## src/rtl/core/iir4mc_pkg.sv

```systemverilog
`default_nettype none

package iir4mc_pkg;

  localparam int SMP_W        = 16;
  localparam int CH_W         = 2;
  localparam int TAPS         = 4;
  localparam int FRAC_BITS    = 14;
  localparam int COEF_W       = 16;
  localparam int PROD_W       = 32;
  localparam int ACC_W        = 40;
  localparam int CHANNELS_DEF = 3;

  typedef logic signed [SMP_W-1:0] smp_t;

  // x[0] and y[0] hold the most recent sample of the channel
  typedef struct packed {
    smp_t [TAPS-1:0] x;
    smp_t [TAPS-1:0] y;
  } hist_t;

  // high-pass coefficients, signed q2.14
  localparam logic signed [COEF_W-1:0] COEF_B [TAPS+1] =
    '{16'sd1299, -16'sd5200, 16'sd7799, -16'sd5200, 16'sd1299};
  localparam logic signed [COEF_W-1:0] COEF_A [TAPS] =
    '{16'sd4999, 16'sd14421, 16'sd5859, 16'sd3388};

  function automatic logic signed [PROD_W-1:0] smul(logic signed [COEF_W-1:0] c, smp_t s);
    logic signed [PROD_W-1:0] ce;
    logic signed [PROD_W-1:0] se;
    ce = PROD_W'(c);
    se = PROD_W'(s);
    return ce * se;
  endfunction

endpackage

`default_nettype wire

```

## src/rtl/core/iir4mc_arith.sv

```systemverilog
`default_nettype none

module iir4mc_arith (
  input  logic                clk_i,
  input  logic                en_i,
  input  iir4mc_pkg::smp_t    sample_i,
  input  iir4mc_pkg::hist_t   hist_i,
  output iir4mc_pkg::smp_t    filtered_o
);

  localparam int PW = iir4mc_pkg::PROD_W;
  localparam int AW = iir4mc_pkg::ACC_W;
  localparam int NT = iir4mc_pkg::TAPS;
  localparam int FB = iir4mc_pkg::FRAC_BITS;
  localparam int SW = iir4mc_pkg::SMP_W;

  localparam logic signed [AW-1:0] RND_HALF = AW'(2 ** (FB - 1));
  localparam logic signed [AW-1:0] SAT_MAX  = AW'(2 ** (SW - 1) - 1);
  localparam logic signed [AW-1:0] SAT_MIN  = AW'(-(2 ** (SW - 1)));

  logic signed [PW-1:0] bp_q [NT+1];
  logic signed [PW-1:0] ap_q [NT];

  logic signed [AW-1:0] acc;
  logic signed [AW-1:0] rnd;
  logic signed [AW-1:0] quo;

  // product stage
  always_ff @(posedge clk_i) begin
    if (en_i) begin
      bp_q[0] <= iir4mc_pkg::smul(iir4mc_pkg::COEF_B[0], sample_i);
      for (int k = 1; k <= NT; k++) begin
        bp_q[k]   <= iir4mc_pkg::smul(iir4mc_pkg::COEF_B[k], hist_i.x[k-1]);
        ap_q[k-1] <= iir4mc_pkg::smul(iir4mc_pkg::COEF_A[k-1], hist_i.y[k-1]);
      end
    end
  end

  // sum, round to nearest, saturate
  always_comb begin
    acc = AW'(bp_q[0]);
    for (int k = 1; k <= NT; k++) begin
      acc = acc + AW'(bp_q[k]) - AW'(ap_q[k-1]);
    end
    rnd = acc + RND_HALF;
    quo = rnd >>> FB;
    if (quo > SAT_MAX) begin
      filtered_o = SW'(SAT_MAX);
    end else if (quo < SAT_MIN) begin
      filtered_o = SW'(SAT_MIN);
    end else begin
      filtered_o = SW'(quo);
    end
  end

endmodule

`default_nettype wire

```

## src/rtl/core/iir_fourth_order_multichannel_core.sv

```systemverilog
`default_nettype none

// Fourth-order direct form I high-pass filter shared by up to CHANNELS channels. Each item
// carries a 16-bit signed sample and a channel number; one filtered, rounded and saturated
// result comes back per item, in order, with the channel echoed. An item on an unknown channel
// gives zero and leaves all history alone. Per-channel history (four inputs, four outputs)
// sits in one row of a synchronous memory and is read, updated and written back per item;
// rows read as zero until first written, so no clearing pass follows reset. Items are taken
// one per cycle while consecutive items use different channels and the output does not stall;
// an item on the channel of the item accepted just before it waits until that item's multiply
// stage writes back, because that item's history row is only final after its multiply stage (the
// row is then bypassed from the write-back port).
module iir_fourth_order_multichannel_core #(
  parameter int CHANNELS = iir4mc_pkg::CHANNELS_DEF
) (
  input  logic                           clk_i,
  input  logic                           rst_ni,
  input  logic                           in_valid_i,
  output logic                           in_ready_o,
  input  logic signed [iir4mc_pkg::SMP_W-1:0] sample_i,
  input  logic [iir4mc_pkg::CH_W-1:0]    channel_i,
  output logic                           out_valid_o,
  input  logic                           out_ready_i,
  output logic signed [iir4mc_pkg::SMP_W-1:0] filtered_o,
  output logic [iir4mc_pkg::CH_W-1:0]    channel_out_o
);

  localparam int IDX_W = (CHANNELS > 1) ? $clog2(CHANNELS) : 1;
  localparam int CW    = iir4mc_pkg::CH_W;
  localparam int NT    = iir4mc_pkg::TAPS;

  iir4mc_pkg::hist_t mem_q [CHANNELS];
  logic [CHANNELS-1:0] row_vld_q;

  // read stage
  logic              r_valid_q;
  logic              r_oor_q;
  logic              r_byp_q;
  logic              r_rvld_q;
  logic [CW-1:0]     r_ch_q;
  iir4mc_pkg::smp_t  r_x_q;
  iir4mc_pkg::hist_t rd_row_q;
  iir4mc_pkg::hist_t byp_row_q;
  iir4mc_pkg::hist_t r_row;

  // multiply stage
  logic              m_valid_q;
  logic              m_oor_q;
  logic [CW-1:0]     m_ch_q;
  iir4mc_pkg::smp_t  m_x_q;
  iir4mc_pkg::hist_t m_hist_q;
  iir4mc_pkg::smp_t  y_new;
  iir4mc_pkg::hist_t wr_row;

  // output register
  logic              o_valid_q;
  iir4mc_pkg::smp_t  o_filtered_q;
  logic [CW-1:0]     o_ch_q;

  logic             o_free, m_go, m_free, r_go, r_free;
  logic             in_rng, hazard, byp, acc_in, wr_en;
  logic [IDX_W-1:0] in_idx, wr_idx;

  assign o_free = !o_valid_q || out_ready_i;
  assign m_go   = m_valid_q && o_free;
  assign m_free = !m_valid_q || m_go;
  assign r_go   = r_valid_q && m_free;
  assign r_free = !r_valid_q || r_go;

  assign in_rng = 32'(channel_i) < 32'(CHANNELS);
  assign in_idx = IDX_W'(channel_i);
  assign wr_idx = IDX_W'(m_ch_q);
  assign wr_en  = m_go && !m_oor_q;

  assign hazard = in_rng && ((r_valid_q && r_ch_q == channel_i) ||
                             (m_valid_q && !m_go && m_ch_q == channel_i));
  assign byp    = wr_en && m_ch_q == channel_i;

  assign in_ready_o = r_free && !hazard;
  assign acc_in     = in_valid_i && in_ready_o;

  assign wr_row.x = {m_hist_q.x[NT-2:0], m_x_q};
  assign wr_row.y = {m_hist_q.y[NT-2:0], y_new};

  always_comb begin
    if (r_byp_q) begin
      r_row = byp_row_q;
    end else if (r_rvld_q) begin
      r_row = rd_row_q;
    end else begin
      r_row = '0;
    end
  end

  // history memory
  always_ff @(posedge clk_i) begin
    if (wr_en) begin
      mem_q[wr_idx] <= wr_row;
    end
  end

  always_ff @(posedge clk_i) begin
    if (acc_in && in_rng) begin
      rd_row_q <= mem_q[in_idx];
    end
  end

  always_ff @(posedge clk_i or negedge rst_ni) begin
    if (!rst_ni) begin
      row_vld_q <= '0;
      r_valid_q <= 1'b0;
      m_valid_q <= 1'b0;
      o_valid_q <= 1'b0;
    end else begin
      if (wr_en) begin
        row_vld_q[wr_idx] <= 1'b1;
      end
      if (r_free) begin
        r_valid_q <= acc_in;
      end
      if (m_free) begin
        m_valid_q <= r_valid_q;
      end
      if (o_free) begin
        o_valid_q <= m_valid_q;
      end
    end
  end

  always_ff @(posedge clk_i) begin
    if (acc_in) begin
      r_oor_q   <= !in_rng;
      r_ch_q    <= channel_i;
      r_x_q     <= sample_i;
      r_byp_q   <= byp;
      r_rvld_q  <= in_rng && row_vld_q[in_idx];
      byp_row_q <= wr_row;
    end
    if (r_go) begin
      m_oor_q  <= r_oor_q;
      m_ch_q   <= r_ch_q;
      m_x_q    <= r_x_q;
      m_hist_q <= r_row;
    end
    if (m_go) begin
      o_filtered_q <= m_oor_q ? '0 : y_new;
      o_ch_q       <= m_ch_q;
    end
  end

  iir4mc_arith u_arith (
    .clk_i      (clk_i),
    .en_i       (r_go),
    .sample_i   (r_x_q),
    .hist_i     (r_row),
    .filtered_o (y_new)
  );

  assign out_valid_o   = o_valid_q;
  assign filtered_o    = o_filtered_q;
  assign channel_out_o = o_ch_q;

endmodule

`default_nettype wire

```

## config.mk

```make
export PLATFORM = sky130hd
export DESIGN_NAME = iir_fourth_order_multichannel_core
export DESIGN_NICKNAME = d
export VERILOG_FILES = /design/src/rtl/core/iir4mc_pkg.sv /design/src/rtl/core/iir4mc_arith.sv /design/src/rtl/core/iir_fourth_order_multichannel_core.sv
export SDC_FILE = /design/constraint.sdc
export NUM_CORES = 2
export LEC_CHECK = 0
export ABC_AREA = 1
export BUFFER_PORTS_ARGS = -buffer_cell sky130_fd_sc_hd__buf_2
export CORE_MARGIN = 4
export CORE_UTILIZATION = 35
export CTS_CLUSTER_DIAMETER = 200
export DETAILED_ROUTE_END_ITERATION = 8
export RECOVER_POWER = 100
export SLEW_MARGIN = 40
export SYNTH_ARGS = -nofsm -noshare
export SYNTH_HDL_FRONTEND = slang
export SYNTH_SLANG_ARGS = --single-unit
```

## constraint.sdc

```tcl
create_clock -name clk_i -period 21.6 [get_ports clk_i]
set_input_delay 4.32 -clock clk_i [delete_from_list [all_inputs] [get_ports clk_i]]
set_output_delay 4.32 -clock clk_i [all_outputs]
set_load 0.02 [all_outputs]
```

* Word level (Yosys, flattened, before mapping)
Memories as Yosys holds them, arrays and structs flattened. A register that Yosys moved wholly into a read port is not among the register bits. Index checks and enable logic that the tools add are counted.
Word-level totals: memories kept 3, bits of input ports 22, output and inout port bits 20, logic and storage cells 94, RAM bits 672, register bits after elaboration 288
Operators by class: bitwise operators 1, $lt $le $gt $ge 6, muxes and demuxes 12, $add $sub $neg 9, reduce and logical (&&, ||, !) cells 24, multiply operators 9, eq/ne operators 2
Memories:
- mem_q | words 3, width 128, rd ports 1, clocked after Yosys merged registers in 1, write ports 1, RTL line iir_fourth_order_multichannel_core.sv:32 | iir4mc_pkg::hist_t mem_q [CHANNELS];
- u_arith.bp_q | words 5, width 32, rd ports 5, clocked after Yosys merged registers in 0, write ports 5, RTL line iir4mc_arith.sv:21 | logic signed [PW-1:0] bp_q [NT+1];
- u_arith.ap_q | words 4, width 32, rd ports 4, clocked after Yosys merged registers in 0, write ports 4, RTL line iir4mc_arith.sv:22 | logic signed [PW-1:0] ap_q [NT];
Operators by type and width (number):
- $mux W128 | 2
- $add A40 B32 Y40 | 3
- $sub A40 B32 Y40 | 3
- $mul A14 B16 Y30 const A | 3
- $mul A12 B16 Y28 const A | 2
- $mul A10 B16 Y26 const A | 2
- $add A40 B15 Y40 const B | 1
- $sub A33 B32 Y34 | 1
- $add A32 B32 Y33 | 1
- $mux W16 | 2
- $mul A15 B16 Y31 const A | 1
- $mul A11 B16 Y27 const A | 1
- $gt A26 B16 Y1 const B | 1
- $lt A26 B16 Y1 const B | 1
- $logic_and A1 B1 Y1 | 13
- $logic_not A1 Y1 | 7
- $lt A2 B3 Y1 const B | 2
- $mux W1 | 6
- $eq A2 B2 Y1 | 2
- $logic_or A1 B1 Y1 | 4
- $or A3 B3 Y3 | 1
- $bmux W1 S2 | 1
- $demux W1 S2 | 1
- $ge A2 B1 Y1 const B | 1
- $lt A2 B2 Y1 const B | 1

* Logic depth before layout (Yosys ltp)
An unclocked memory read counts as a cell.
depth after elaboration 13, mapped depth 37, mapped depth without buffers 36

* Modules after synthesis
From an unflattened synthesis, not the netlist that was laid out.
Unflattened totals: cells, all modules 7275, area total of the unflattened synthesis 81065.2 µm²
Modules (own cells, without submodules):
- iir4mc_arith | sequential area each 7687.4 µm², cells an instance 5378, times used 1, area an instance 52196.3 µm²
- iir_fourth_order_multichannel_core | sequential area each 23993.0 µm², cells an instance 1897, times used 1, area an instance 28868.9 µm²

* Worst setup path after synthesis
No wires, ideal clock.
path kind input-to-reg, start point in out_ready_i, end point reg row_vld_q[1], stages on the path 5, setup time 120 ps, data arrival time 15192 ps, slack 6287 ps, path through inv_1 a21oi_1 nand2_1 nor3_1 or2_2
On the way: longest elaborated chain between the ends 3
RTL lines:
- from (decl) | RTL line iir_fourth_order_multichannel_core.sv:23 | input logic out_ready_i,
- $logic_or A1 B1 Y1 | RTL line iir_fourth_order_multichannel_core.sv:64 | assign o_free = !o_valid_q || out_ready_i;
- $logic_and A1 B1 Y1 | RTL line iir_fourth_order_multichannel_core.sv:65 | assign m_go = m_valid_q && o_free;
- named net m_go | RTL line iir_fourth_order_multichannel_core.sv:60 | logic o_free, m_go, m_free, r_go, r_free;
- $logic_and A1 B1 Y1 | RTL line iir_fourth_order_multichannel_core.sv:73 | assign wr_en = m_go && !m_oor_q;
- to (signal assigned) | RTL line iir_fourth_order_multichannel_core.sv:110 | row_vld_q <= '0;
- to (signal, indexed assignment) | RTL line iir_fourth_order_multichannel_core.sv:116 | row_vld_q[wr_idx] <= 1'b1;
- to (decl) | RTL line iir_fourth_order_multichannel_core.sv:33 | logic [CHANNELS-1:0] row_vld_q;
The timed path passes the listed nets, and every way through them passes these cells. A chain may end at the register's enable or synchronous reset.

* Worst setup path after layout
start point in channel_i[1] (netlist bit), end point reg, netlist name rd_row_q[77]
On the way: longest elaborated chain between the ends 8, elaborated cells on any way between the ends 11
RTL lines:
- from (decl) | RTL line iir_fourth_order_multichannel_core.sv:21 | input logic [iir4mc_pkg::CH_W-1:0] channel_i,
- $eq A2 B2 Y1, on equally long branches | RTL line iir_fourth_order_multichannel_core.sv:75, iir_fourth_order_multichannel_core.sv:76
- $logic_and A1 B1 Y1, on equally long branches | RTL line iir_fourth_order_multichannel_core.sv:75, iir_fourth_order_multichannel_core.sv:76
- $logic_or A1 B1 Y1 | RTL line iir_fourth_order_multichannel_core.sv:75 | assign hazard = in_rng && ((r_valid_q && r_ch_q == channel_i) ||
- $logic_and A1 B1 Y1 (*) | RTL line iir_fourth_order_multichannel_core.sv:75
- $logic_not A1 Y1 (*) | RTL line iir_fourth_order_multichannel_core.sv:79 | assign in_ready_o = r_free && !hazard;
- $logic_and A1 B1 Y1 (*) | RTL line iir_fourth_order_multichannel_core.sv:79
- $logic_and A1 B1 Y1 (*) | RTL line iir_fourth_order_multichannel_core.sv:80 | assign acc_in = in_valid_i && in_ready_o;
- named net acc_in | RTL line iir_fourth_order_multichannel_core.sv:61 | logic in_rng, hazard, byp, acc_in, wr_en;
- $logic_and A1 B1 Y1 (*) | RTL line iir_fourth_order_multichannel_core.sv:103 | if (acc_in && in_rng) begin
The timed path passes the listed nets; every way through them passes the cells marked *.

==> impl_metrics.env <==
export IMPL_rsz0062_at_grt="false"
export IMPL_syn_num_nets=9175
export IMPL_final_setup_viol_count=0
export IMPL_primary_ff_master_synth="edfxtp_1"
export IMPL_timing_critical_path_arrival_ns=14.86
export IMPL_hold_path_startpoint="r_oor_q"
export IMPL_ys_top_cells_by_area="edfxtp_1 39%, fa_1 21%, ha_1 15%"
export IMPL_grt_met3_usage=0.0241
export IMPL_wire_length_of_the_first_global_routing_pass_mm=319
export IMPL_grt_max_degree=146
export IMPL_crit_required_ns=21.50
export IMPL_grt_most_used_layer="met2"
export IMPL_gp_congestion=0.924
export IMPL_layout_nets=9276
export IMPL_max_clock_freq_ghz=0.0669
export IMPL_cts_tree="done"
export IMPL_yosysUniqueCellTypes=56
export IMPL_layout_min_cycle_time_ns=14.95
export IMPL_result_of_the_run="finished, violations left"
export IMPL_failing_checks="capacitance limit, slew limit"
export IMPL_min_period_over_period=0.692
export IMPL_design_portCount=42
export IMPL_ctsResizeCount=0
export IMPL_tritoncts_buffers=113
export IMPL_drtIter0Drc=3585
export IMPL_route_detailed_wl_per_inst_um=19.4
export IMPL_synth_largest_area_cell="edfxtp_1"
export IMPL_ys_seq_elements=1048
export IMPL_crit_path_max_fanout=78
export IMPL_dr_pass1_iters=5
export IMPL_portBuffers=41
export IMPL_synth_sequential_area_ratio=0.387
export IMPL_totalNegativeSetupSlack_ns=0
export IMPL_dp_hpwl_mm=160
export IMPL_row_count=176
export IMPL_route_antenna_remaining_nets=0
export IMPL_post_synth_edffs=1042
export IMPL_post_cts_hold_buffer_count=0
export IMPL_max_cap_viol_count=32
export IMPL_first_global_vias=53863
export IMPL_cts_num_sinks=1048
export IMPL_final_area_um2=88700
export IMPL_hold_viol=0
export IMPL_clk_tree_root_cell="clkbuf_16"
export IMPL_dieArea_um2=240000
export IMPL_dpl_cell_area_um2=85200
export IMPL_ys_warnings_count=0
export IMPL_cts_path_max_buffers=3
export IMPL_clk_insertion_delay_late_ns=0.74
export IMPL_clk_pin_slew_worst_paths_ns=0.06
export IMPL_globalRouteMet1Util=0.243
export IMPL_synth_top_area_share=0.386
export IMPL_groute_layer_met2_usage=0.289
export IMPL_finalMaxSlewViolations=1523
export IMPL_num_vias=51421
export IMPL_timing_worst_slew_pin_value_ns=6.02
export IMPL_synthesized_area_divided_by_synthesized_cell_count_um2=11.0
export IMPL_crit_startpoint="channel_i[1]"
export IMPL_layout_drive_gt1_share=0.0318
export IMPL_area_delta_synth_final_pct=9.27
export IMPL_initial_utilization=0.352
export IMPL_finish_utilization=0.385
export IMPL_mapped_area_um2=81200
export IMPL_fillCellCount=22304
export IMPL_drt_wl_total_mm=205
export IMPL_path_class_of_the_lowest_slack_min_delay_path="reg -> reg"
export IMPL_timing_setup_critical_path_class="in -> reg"
export IMPL_postSynthCellCount=7354
export IMPL_h_tree_depth=3
export IMPL_drcViolationCount=0
export IMPL_cts_post_setup_buffers_inserted=0
export IMPL_grt_remaining_overflow=0
export IMPL_fp_dieW_um=490
export IMPL_worst_setup_path_start_kind="input pin"
export IMPL_critical_path_reg2reg_startpoint="r_byp_q"
export IMPL_fp_dieH_um=490
export IMPL_timing_clock_skew_ns=0.0256
export IMPL_grt_util_all_layers=0.173
export IMPL_antenna_found_initial=4
export IMPL_async_set_or_reset_register_ratio_after_synthesis=0.00573
export IMPL_slew_headroom=-3.01
export IMPL_worst_setup_path_end_kind="flop"
export IMPL_core_area_um2=230000
export IMPL_vias_per_cell=4.86
-- worst max-delay path, cell delays in order --
cell and delay (ns):
clkbuf_1 1.45, clkinvlp_2 1.65, nand2_1 0.30, nand2_1 0.08
o32ai_1 0.32, nand2_1 0.13, nand2_1 0.09, inv_1 0.06
nand2_1 0.09, clkinvlp_2 2.93, nand2_1 1.29, inv_8 0.46
clkbuf_1 1.51
-- sequential cells by signal (all words and copies together), names as in the netlist, 2 cells and up --
register / cells
m_ch_q: 2
m_hist_q: 96
u_arith.bp_q: 134
r_ch_q: 2
row_vld_q: 3
m_x_q: 16
filtered_o: 16
rd_row_q: 128
channel_out_o: 2
r_x_q: 16
mem_q: 384
u_arith.ap_q: 114
byp_row_q: 128
-- final cells by class --
| class | instances | area (um^2) | share of cell area |
|---|---|---|---|
| timing repair buffer | 87 | 390 | 0.00440 |
| multi-input combinational | 4466 | 42800 | 0.483 |
| clock inverter | 83 | 800 | 0.00902 |
| antenna | 1 | 2.50 | 0.0000282 |
| sequential | 1048 | 31400 | 0.355 |
| inverter | 1739 | 6540 | 0.0738 |
| tap | 3026 | 3790 | 0.0427 |
| clock buffer | 128 | 2910 | 0.0328 |
-- Yosys cell counts, types with 4 or more instances --
library cell  number
edfxtp_1        1042
ha_1             966
a211oi_1           4
buf_2              4
clkbuf_1          80
dfrtp_1            6
buf_1             12
or2_2              4
inv_1           1736
nand3_1          108
nand3_2            4
nand2_1          738
a31oi_1           19
a21boi_0           9
o211ai_1          17
nor3_1            24
o21ai_0          166
a22oi_1           84
nor2_2             5
nand4_1           29
a21oi_1          614
nor4_1            20
nand2_2            4
xnor2_1          120
o21a_1            21
o2111ai_1          4
a22o_1            39
fa_1             833
o31ai_1            4
a21o_1            18
xor2_1           205
nor2_1           362
o21bai_1          20
-- worst paths after layout --
kind	slack [ns]	cells after the start	end
setup / recovery	6.65	13	rd_row_q[77]
min in group asynchronous	3.46	1	out_valid_o
max in group asynchronous	17.88	1	row_vld_q[1]
hold reg to reg	0.46	0	m_oor_q
hold / removal	0.46	0	m_oor_q
setup reg to reg	8.24	23	u_arith.bp_q[2][26]
-- cells by family after synthesis --
group | Yosys count | synth area share
compound gates | 1036 | 0.0724
fa+ha+maj | 1799 | 0.354
flops | 1048 | 0.387
xor+xnor | 325 | 0.0351
buf+inv | 1840 | 0.0855
mux | 1 | 0.000123
simple gates | 1305 | 0.0651
-- stage by stage --
stage	hold slack [ns]	setup WS, ns	instances
4_1_cts	0.453	11.42	10575
3_5_place_dp	0.414	11.42	10364
2_1_floorplan	0.400	6.29	7354
5_1_grt	0.461	5.93	10578
6_report	0.460	6.65	10578
3_3_place_gp	0.402	11.36	10364
-- cell usage in the layout, fill, tap and decap left out, types with 21 or more instances in the layout --
| cell | netlist | routed |
|---|---|---|
| inv_1 | 1736 | 1732 |
| nand2_1 | 738 | 739 |
| nand4_1 | 29 | 29 |
| a22o_1 | 39 | 38 |
| clkinv_1 | 2 | 22 |
| clkbuf_1 | 80 | 72 |
| ha_1 | 966 | 966 |
| o21ai_0 | 166 | 168 |
| o21a_1 | 21 | 21 |
| clkinv_2 | 0 | 23 |
| xnor2_1 | 120 | 117 |
| xor2_1 | 205 | 205 |
| nor2_1 | 362 | 360 |
| a22oi_1 | 84 | 84 |
| nand3_1 | 108 | 109 |
| a21oi_1 | 614 | 614 |
| edfxtp_1 | 1042 | 1042 |
| clkbuf_16 | 0 | 114 |
| nor3_1 | 24 | 24 |
| fa_1 | 833 | 833 |
-- layer usage --
layer  up-vias  part of all wire
li1      24095                 -
met1     25921              0.45
met2      1196              0.48
met3       209             0.053
met4         0             0.019
met5         -                 0
Power is left out: the tool's default activity adds up to more than one toggle a clock period on the data nets, which glitch-free logic cannot reach.
